File: config.mk
export PLATFORM = sky130hd
export DESIGN_NAME = key_value_cmdline_tokenizer_top_flat
export DESIGN_NICKNAME = d
export VERILOG_FILES = /design/src/design/kvt_pkg.sv /design/src/design/kvt_if.sv /design/src/design/kvt_input_stage.sv /design/src/design/kvt_core.sv /design/src/design/kvt_result_stage.sv /design/src/design/key_value_cmdline_tokenizer_top.sv /design/src/flat_wrapper.sv
export SDC_FILE = /design/constraint.sdc
export NUM_CORES = 1
export LEC_CHECK = 0
export BUFFER_PORTS_ARGS = -buffer_cell sky130_fd_sc_hd__buf_2
export CORE_MARGIN = 2
export CORE_UTILIZATION = 55
export DETAILED_ROUTE_END_ITERATION = 8
export HOLD_SLACK_MARGIN = 0.05
export PLACE_DENSITY = 0.72
export SYNTH_ARGS = -nofsm -noshare
export SYNTH_HDL_FRONTEND = slang
export SYNTH_HIERARCHICAL = 1
export SYNTH_SLANG_ARGS = --single-unit
File: constraint.sdc
create_clock -name clk -period 4.7 [get_ports clk]
set_clock_uncertainty 0.05 [all_clocks]
set_input_delay 0.94 -clock clk [delete_from_list [all_inputs] [get_ports clk]]
set_output_delay 0.94 -clock clk [all_outputs]
set_load 0.005 [all_outputs]
File: src/design/kvt_pkg.sv
// Shared types, constants and helpers for the key/value command-line tokenizer.
// No dependencies; every other design file refers to this package by scoped name.

package kvt_pkg;

	localparam int MAX_ITEMS   = 256;
	localparam int STORE_BYTES = 8192;

	localparam int ITEM_W  = $clog2(MAX_ITEMS + 1);
	localparam int STORE_W = $clog2(STORE_BYTES + 1);
	localparam int NUM_W   = 9;
	localparam int SLOTS   = 3;

	localparam logic [7:0] CH_SPACE = 8'h20;
	localparam logic [7:0] CH_TAB   = 8'h09;
	localparam logic [7:0] CH_LF    = 8'h0A;
	localparam logic [7:0] CH_CR    = 8'h0D;
	localparam logic [7:0] CH_HASH  = 8'h23;
	localparam logic [7:0] CH_EQ    = 8'h3D;
	localparam logic [7:0] CH_DQ    = 8'h22;
	localparam logic [7:0] CH_SQ    = 8'h27;

	typedef enum logic [1:0] {
		KIND_KEY   = 2'd0,
		KIND_VALUE = 2'd1,
		KIND_END   = 2'd2,
		KIND_DONE  = 2'd3
	} kind_t;

	typedef struct packed {
		logic [7:0] char_byte;
		logic       final_byte;
	} cmd_t;

	typedef struct packed {
		kind_t            kind;
		logic [7:0]       out_byte;
		logic             has_key;
		logic             has_value;
		logic [NUM_W-1:0] item_number;
		logic             items_dropped;
		logic             run_last;
	} tok_t;

	typedef struct packed {
		logic [SLOTS-1:0] valid;
		tok_t [SLOTS-1:0] slot;
	} slots_t;

	// Map the item counter onto the fixed-width item number field.
	function automatic logic [NUM_W-1:0] num_out(input logic [ITEM_W-1:0] count);
		logic [ITEM_W+NUM_W-1:0] wide;
		wide = (ITEM_W + NUM_W)'(count);
		return wide[NUM_W-1:0];
	endfunction

	function automatic logic is_term(input logic [7:0] c);
		return (c == CH_SPACE) || (c == CH_TAB) || (c == CH_LF) || (c == CH_CR) ||
			(c == CH_HASH);
	endfunction

endpackage

File: src/design/kvt_if.sv
// Valid/ready channel interfaces for command bytes and token results.
// Depends on kvt_pkg for the payload types.

interface kvt_cmd_if;
	logic          valid;
	logic          ready;
	kvt_pkg::cmd_t data;

	modport source(output valid, output data, input ready);
	modport sink(input valid, input data, output ready);
endinterface

interface kvt_tok_if;
	logic          valid;
	logic          ready;
	kvt_pkg::tok_t data;

	modport source(output valid, output data, input ready);
	modport sink(input valid, input data, output ready);
endinterface

File: src/design/kvt_input_stage.sv
// Input register for command bytes.
// Depends on kvt_pkg and kvt_cmd_if.

module kvt_input_stage (
	input  logic           clk,
	input  logic           arst_n,
	kvt_cmd_if.sink        cmd,
	input  logic           take,
	output logic           valid_s1,
	output kvt_pkg::cmd_t  cmd_s1
);

	logic accept;

	assign cmd.ready = !valid_s1 || take;
	assign accept    = cmd.valid && cmd.ready;

	always_ff @(posedge clk or negedge arst_n) begin
		if (!arst_n) begin
			valid_s1 <= 1'b0;
		end else if (accept) begin
			valid_s1 <= 1'b1;
		end else if (take) begin
			valid_s1 <= 1'b0;
		end
	end

	always_ff @(posedge clk) begin
		if (accept) begin
			cmd_s1 <= cmd.data;
		end
	end

endmodule

File: src/design/kvt_core.sv
// Tokenizer state and the single-pass decision logic for one byte.
// Produces up to three result slots (byte, item end, done). Depends on kvt_pkg.

module kvt_core (
	input  logic             clk,
	input  logic             arst_n,
	input  logic             go,
	input  kvt_pkg::cmd_t    cmd_s1,
	output kvt_pkg::slots_t  slots
);

	logic                        side_q, inq_q, tn_q, kp_q, vp_q, ovf_q;
	logic [7:0]                  qc_q;
	logic [kvt_pkg::ITEM_W-1:0]  cnt_q;
	logic [kvt_pkg::STORE_W-1:0] used_q;

	logic                        side_d, inq_d, tn_d, kp_d, vp_d, ovf_d;
	logic [7:0]                  qc_d;
	logic [kvt_pkg::ITEM_W-1:0]  cnt_d;
	logic [kvt_pkg::STORE_W-1:0] used_d;

	always_comb begin
		logic [7:0] c;
		logic       last, keep, bump, end_req;
		c       = cmd_s1.char_byte;
		last    = cmd_s1.final_byte;
		keep    = 1'b0;
		bump    = 1'b0;
		end_req = 1'b0;
		side_d  = side_q;
		inq_d   = inq_q;
		qc_d    = qc_q;
		tn_d    = tn_q;
		kp_d    = kp_q;
		vp_d    = vp_q;
		ovf_d   = ovf_q;
		cnt_d   = cnt_q;
		used_d  = used_q;
		slots   = '0;

		if (inq_q) begin
			if (c == qc_q) begin
				inq_d = 1'b0;
			end else if (used_q >= kvt_pkg::STORE_W'(kvt_pkg::STORE_BYTES - 1)) begin
				inq_d = 1'b0;
			end else begin
				keep = 1'b1;
			end
		end else if (c == kvt_pkg::CH_DQ || c == kvt_pkg::CH_SQ) begin
			inq_d = 1'b1;
			qc_d  = c;
		end else if (kvt_pkg::is_term(c)) begin
			// close the open token, then the item
			if (tn_q) begin
				if (side_q) begin
					kp_d = 1'b1;
				end else begin
					vp_d = 1'b1;
				end
				bump = 1'b1;
				tn_d = 1'b0;
			end
			end_req = 1'b1;
			side_d  = 1'b1;
		end else if (c == kvt_pkg::CH_EQ && side_q) begin
			side_d = 1'b0;
			kp_d   = 1'b1;
			bump   = 1'b1;
			tn_d   = 1'b0;
		end else if (used_q < kvt_pkg::STORE_W'(kvt_pkg::STORE_BYTES)) begin
			keep = 1'b1;
		end

		if (keep) begin
			tn_d                     = 1'b1;
			bump                     = 1'b1;
			slots.valid[0]           = 1'b1;
			slots.slot[0].kind       = side_q ? kvt_pkg::KIND_KEY : kvt_pkg::KIND_VALUE;
			slots.slot[0].out_byte   = c;
		end

		if (bump && used_q < kvt_pkg::STORE_W'(kvt_pkg::STORE_BYTES)) begin
			used_d = used_q + kvt_pkg::STORE_W'(1);
		end

		// the last byte flushes an open token without a separator
		if (last) begin
			if (tn_d) begin
				if (side_d) begin
					kp_d = 1'b1;
				end else begin
					vp_d = 1'b1;
				end
			end
			end_req = 1'b1;
		end

		if (end_req) begin
			if (kp_d || vp_d) begin
				if (cnt_q < kvt_pkg::ITEM_W'(kvt_pkg::MAX_ITEMS)) begin
					slots.valid[1]            = 1'b1;
					slots.slot[1].kind        = kvt_pkg::KIND_END;
					slots.slot[1].has_key     = kp_d;
					slots.slot[1].has_value   = vp_d;
					slots.slot[1].item_number = kvt_pkg::num_out(cnt_q);
					cnt_d = cnt_q + kvt_pkg::ITEM_W'(1);
				end else begin
					ovf_d = 1'b1;
				end
			end
			kp_d = 1'b0;
			vp_d = 1'b0;
		end

		if (last) begin
			slots.valid[2]              = 1'b1;
			slots.slot[2].kind          = kvt_pkg::KIND_DONE;
			slots.slot[2].item_number   = kvt_pkg::num_out(cnt_d);
			slots.slot[2].items_dropped = ovf_d;
			// start the next command line from the reset state
			side_d = 1'b1;
			inq_d  = 1'b0;
			qc_d   = '0;
			tn_d   = 1'b0;
			kp_d   = 1'b0;
			vp_d   = 1'b0;
			ovf_d  = 1'b0;
			cnt_d  = '0;
			used_d = '0;
		end
	end

	always_ff @(posedge clk or negedge arst_n) begin
		if (!arst_n) begin
			side_q <= 1'b1;
			inq_q  <= 1'b0;
			qc_q   <= '0;
			tn_q   <= 1'b0;
			kp_q   <= 1'b0;
			vp_q   <= 1'b0;
			ovf_q  <= 1'b0;
			cnt_q  <= '0;
			used_q <= '0;
		end else if (go) begin
			side_q <= side_d;
			inq_q  <= inq_d;
			qc_q   <= qc_d;
			tn_q   <= tn_d;
			kp_q   <= kp_d;
			vp_q   <= vp_d;
			ovf_q  <= ovf_d;
			cnt_q  <= cnt_d;
			used_q <= used_d;
		end
	end

endmodule

File: src/design/kvt_result_stage.sv
// Result register: holds the slots of one byte and hands them out in order.
// Depends on kvt_pkg and kvt_tok_if.

module kvt_result_stage (
	input  logic             clk,
	input  logic             arst_n,
	input  logic             load,
	input  kvt_pkg::slots_t  slots,
	output logic             can_load,
	kvt_tok_if.source        tok
);

	logic [kvt_pkg::SLOTS-1:0] valid_s2;
	kvt_pkg::tok_t [kvt_pkg::SLOTS-1:0] slot_s2;
	logic [kvt_pkg::SLOTS-1:0] pick, rest;
	logic                      pop;

	always_comb begin
		pick = '0;
		if (valid_s2[0]) begin
			pick[0] = 1'b1;
		end else if (valid_s2[1]) begin
			pick[1] = 1'b1;
		end else if (valid_s2[2]) begin
			pick[2] = 1'b1;
		end
		rest = valid_s2 & ~pick;
	end

	always_comb begin
		tok.data = '0;
		for (int i = 0; i < kvt_pkg::SLOTS; i++) begin
			if (pick[i]) begin
				tok.data = slot_s2[i];
			end
		end
		tok.data.run_last = (rest == '0);
	end

	assign tok.valid = |valid_s2;
	assign pop       = tok.valid && tok.ready;
	assign can_load  = (valid_s2 == '0) || (pop && rest == '0);

	always_ff @(posedge clk or negedge arst_n) begin
		if (!arst_n) begin
			valid_s2 <= '0;
		end else if (load) begin
			valid_s2 <= slots.valid;
		end else if (pop) begin
			valid_s2 <= rest;
		end
	end

	always_ff @(posedge clk) begin
		if (load) begin
			slot_s2 <= slots.slot;
		end
	end

endmodule

File: src/design/key_value_cmdline_tokenizer_top.sv
// A byte accepted into the input register passes through the core logic into the result
// register once its earlier results are all taken; its first result then drives tok.
// Throughput: one byte per cycle while tok takes every result; a byte with several results
// holds the output until all are taken, and the input register takes the next byte meanwhile.
// Reset (arst_n low): tokenizer state returns to the key side with no quote, no item,
// zero item count and an empty store count; both pipeline stages are emptied.
// Depends on kvt_pkg, kvt_if and the kvt_* stage modules.

module key_value_cmdline_tokenizer_top (
	input  logic       clk,
	input  logic       arst_n,
	kvt_cmd_if.sink    cmd,
	kvt_tok_if.source  tok
);

	logic             valid_s1, can_load, go;
	kvt_pkg::cmd_t    cmd_s1;
	kvt_pkg::slots_t  slots;

	assign go = valid_s1 && can_load;

	kvt_input_stage u_input (
		.clk      (clk),
		.arst_n   (arst_n),
		.cmd      (cmd),
		.take     (go),
		.valid_s1 (valid_s1),
		.cmd_s1   (cmd_s1)
	);

	kvt_core u_core (
		.clk    (clk),
		.arst_n (arst_n),
		.go     (go),
		.cmd_s1 (cmd_s1),
		.slots  (slots)
	);

	kvt_result_stage u_result (
		.clk      (clk),
		.arst_n   (arst_n),
		.load     (go),
		.slots    (slots),
		.can_load (can_load),
		.tok      (tok)
	);

endmodule

File: src/flat_wrapper.sv
// flat-port wrapper written by rule: the top's interface ports become plain ports
module key_value_cmdline_tokenizer_top_flat 
  (clk, arst_n, cmd_valid, cmd_data, cmd_ready, tok_valid, tok_data, tok_ready);
  kvt_cmd_if cmd_i ();
  kvt_tok_if tok_i ();
  input  logic clk;
  input  logic arst_n;
  input wire logic [$bits(cmd_i.valid)-1:0] cmd_valid;
  input wire logic [$bits(cmd_i.data)-1:0] cmd_data;
  output wire logic [$bits(cmd_i.ready)-1:0] cmd_ready;
  output wire logic [$bits(tok_i.valid)-1:0] tok_valid;
  output wire logic [$bits(tok_i.data)-1:0] tok_data;
  input wire logic [$bits(tok_i.ready)-1:0] tok_ready;
  assign cmd_i.valid = cmd_valid;
  assign cmd_i.data = cmd_data;
  assign cmd_ready = cmd_i.ready;
  assign tok_valid = tok_i.valid;
  assign tok_data = tok_i.data;
  assign tok_i.ready = tok_ready;
  key_value_cmdline_tokenizer_top u_core (.clk(clk), .arst_n(arst_n), .cmd(cmd_i), .tok(tok_i));
endmodule
==> summary.md <==
| Metric | Value |
|---|---|
| Outcome | complete, no violations |
| Cts bufs inserted | 17 |
| Tmin final | 3567 ps |
| Placed cells | 699 |
| Sink Count | 116 |
| Vias per cell | 5.703 |
| Met2 Track Usage GR | 31.73% |
| Post-route ant nets | 0 |
| Placer Congestion | 0.8068 |
| Met1 global-route usage | 28.45% |
| Max-slew headroom | 29.56% |
| Starting density of the core | 56.68% |
| Leak Pwr | 2.623 nW |
| FILL cells | 862 |
| Final period util | 75.90% |
| Area of the mapped netlist | 6171 um^2 |
| Finished Layout Cells | 731 |
| Worst setup SP type | flip-flop |
| Vias | 4169 |
| Pre-antenna DRT Iters | 5 |
| Gate power share | 31.6% |
| GRT overflow | 0 |
| DRT iter0 DRCs | 340 |
| Multi-input gate area | 2500 um^2 |
| Max IR drop VDD | 0.4085 mV |
| P per Cell Area | 662.2 nW/um^2 |
| Clock Latency Late Sink | 520 ps |
| Top Ports | 38 |
| WL per Instance | 15.49 um |
| Hold buffer count at CTS | 0 |
| CTS resizes | 0 |
| Busiest grt layer | met2 |
| Worst hold path type | flip-flop to flip-flop |
| Clock root buffer | clkbuf_8 |
| Vias in the first global route | 3951 |
| Sequential Power Share | 41.8% |
| Fin Setup TNS | 0 ps |
| Initial antenna violation count | 0 |
| All-layer global routing usage | 20.88% |
| Post-Route WL | 11320 um |
| Global-route wire length before repair | 19240 um |
| RSZ-0062 raised after global routing | false |
| Critical path class | flip-flop to output port |
| Clock slew at reported path FFs | 50 ps |
| Die Y | 109.9 um |
| Antenna cells | 0 |
| Port-buffer cells | 37 |
| Worst path arrival time | 2580 ps |
| DP HPWL | 7133 um |
| Remaining DRCs | 0 |
| Grt met3 use | 5.453% |
| Total Power | 4.483 mW |
| Cells on Worst Hold Path | 2 |
| Post-CTS Setup Inserts | 0 |
| Switching pwr | 1.537 mW |
| CTS tree | done |
| Fmax | 280.3 MHz |
| Layout cells sized above 1 | 15.91% |
| Synth-to-Final Area Change | 9.712% |
| Setup Viol. Count Final | 0 |
| HP Start | u_core/u_core/ovf_q |
| Syn. warnings | 6 |
| Die area | 12080 um^2 |
| Worst R2R Start | u_core/u_result/valid_s2[2] |
| Hold path endpoint | u_core/u_core/ovf_q |
| Internal power | 2.947 mW |
| DP Area | 6222 um^2 |
| Core area | 10890 um^2 |
| FF-to-FF End | u_core/u_core/cnt_q[7] |
| Mean area per synthesized cell | 11.16 um^2 |
| Clock share of power | 26.6% |
| Max Cap Violations | 0 |
| Crit path max fanout | 27 |
| Clk buf depth | 2 |
| Largest net degree at the start of global routing | 68 |
| Row count | 38 |
| Reg2Reg Depth | 7 |
| Synthesized instance count | 553 |
| Fin area | 6770 um^2 |
| DIE WIDTH | 109.9 um |
| Sw Share | 34.27% |
| Htree depth | 4 |
| Nets@finish | 594 |
| Worst Setup End Kind | output port |
| Slew Limit Fails | 0 |
| Required @ worst endpoint | 3710 ps |
| Reg2reg setup slack | 1580 ps |
| Slew @ Worst Pin | 1048 ps |
| Sequential cell area | 3279 um^2 |
| Final hold violations | 0 |
| Fin Hold WS | 446.4 ps |
## critical path: stages, from the launching register on
cell and delay, ps:
dfrtp_1 720, or3b_1 510, o311ai_0 120, and2_4 400, nand2b_4 190, buf_2 100
## routing by layer
| layer | share of wire (%) | routed length, um |
|---|---|---|
| met3 | 5.1 | 581 |
| met2 | 48 | 5382 |
| met4 | 1.4 | 159 |
| met1 | 46 | 5197 |
| met5 | 0 | 0 |
## flip-flops by register name, summed over array words and instances (netlist names)
register / cells
u_core/u_core/cnt_q: 9
u_core/u_core/inq_q: 1
u_core/u_core/kp_q: 1
u_core/u_core/ovf_q: 1
u_core/u_core/qc_q: 8
u_core/u_core/side_q: 1
u_core/u_core/tn_q: 1
u_core/u_core/used_q: 14
u_core/u_core/vp_q: 1
u_core/u_input/cmd_s1: 9
u_core/u_input/valid_s1: 1
u_core/u_result/slot_s2: 66
u_core/u_result/valid_s2: 3
## how the worst max path moves through the flow
stage,start,to,slack (ps),depth (start not counted)
after floorplan,tok_ready,cmd_ready,200,4
after global placement,tok_ready,u_core/u_core/cnt_q[7],1480,8
after detailed placement,tok_ready,u_core/u_core/cnt_q[7],1390,8
after CTS,u_core/u_result/valid_s2[2],cmd_ready,1050,5
after global routing,u_core/u_result/valid_s2[2],cmd_ready,990,5
final,u_core/u_result/valid_s2[2],cmd_ready,1130,5
## layout make-up
class                      instances  share of cell area [%]
sequential                       116                   48.44
clock inverter                     7                   1.238
clock buffer                      25                   6.856
timing repair buffer              43                   3.400
inverter                          10                  0.5544
tap                              140                   2.587
multi-input combinational        390                   36.92
## through the flow
step / setup slack (ps) / utilization (%)
floorplan: 202.2 / -
global placement: 1479 / 57.15
detailed placement: 1393 / 57.15
CTS: 1050 / 62.18
global route: 988.6 / 62.18
finish: 1133 / 62.18
## power by group through the flow
stage / combinational, mW / sequential, mW / clock, mW
2_1_floorplan: 1.15 / 1.78 / 0
3_3_place_gp: 1.39 / 1.87 / 0
3_5_place_dp: 1.42 / 1.89 / 0
4_1_cts: 1.43 / 1.88 / 1.21
5_1_grt: 1.60 / 1.93 / 1.26
6_report: 1.42 / 1.88 / 1.19
## placed cells by master (no fill, tap or decap), drive strengths merged, types with 4 or more instances in the layout
cell and count:
clkbuf 25, or3 13, a21o 5, and2 25, o21ai 14, clkinv 6
o2bb2ai 9, nand3b 23, dfrtp 40, a31o 4, inv 9, edfxtp 75
nand2 29, xor2 9, a21oi 64, buf 43, nand4 4, conb 34
nor2b 26, a211o 4, nand3 20, nand2b 4, o211ai 7, nor3 4
o21a 4, o311ai 8, mux2i 6, or2 4, or4 5, and3 5
nor2 18
Note: power is estimated with default switching activity, not from simulation.
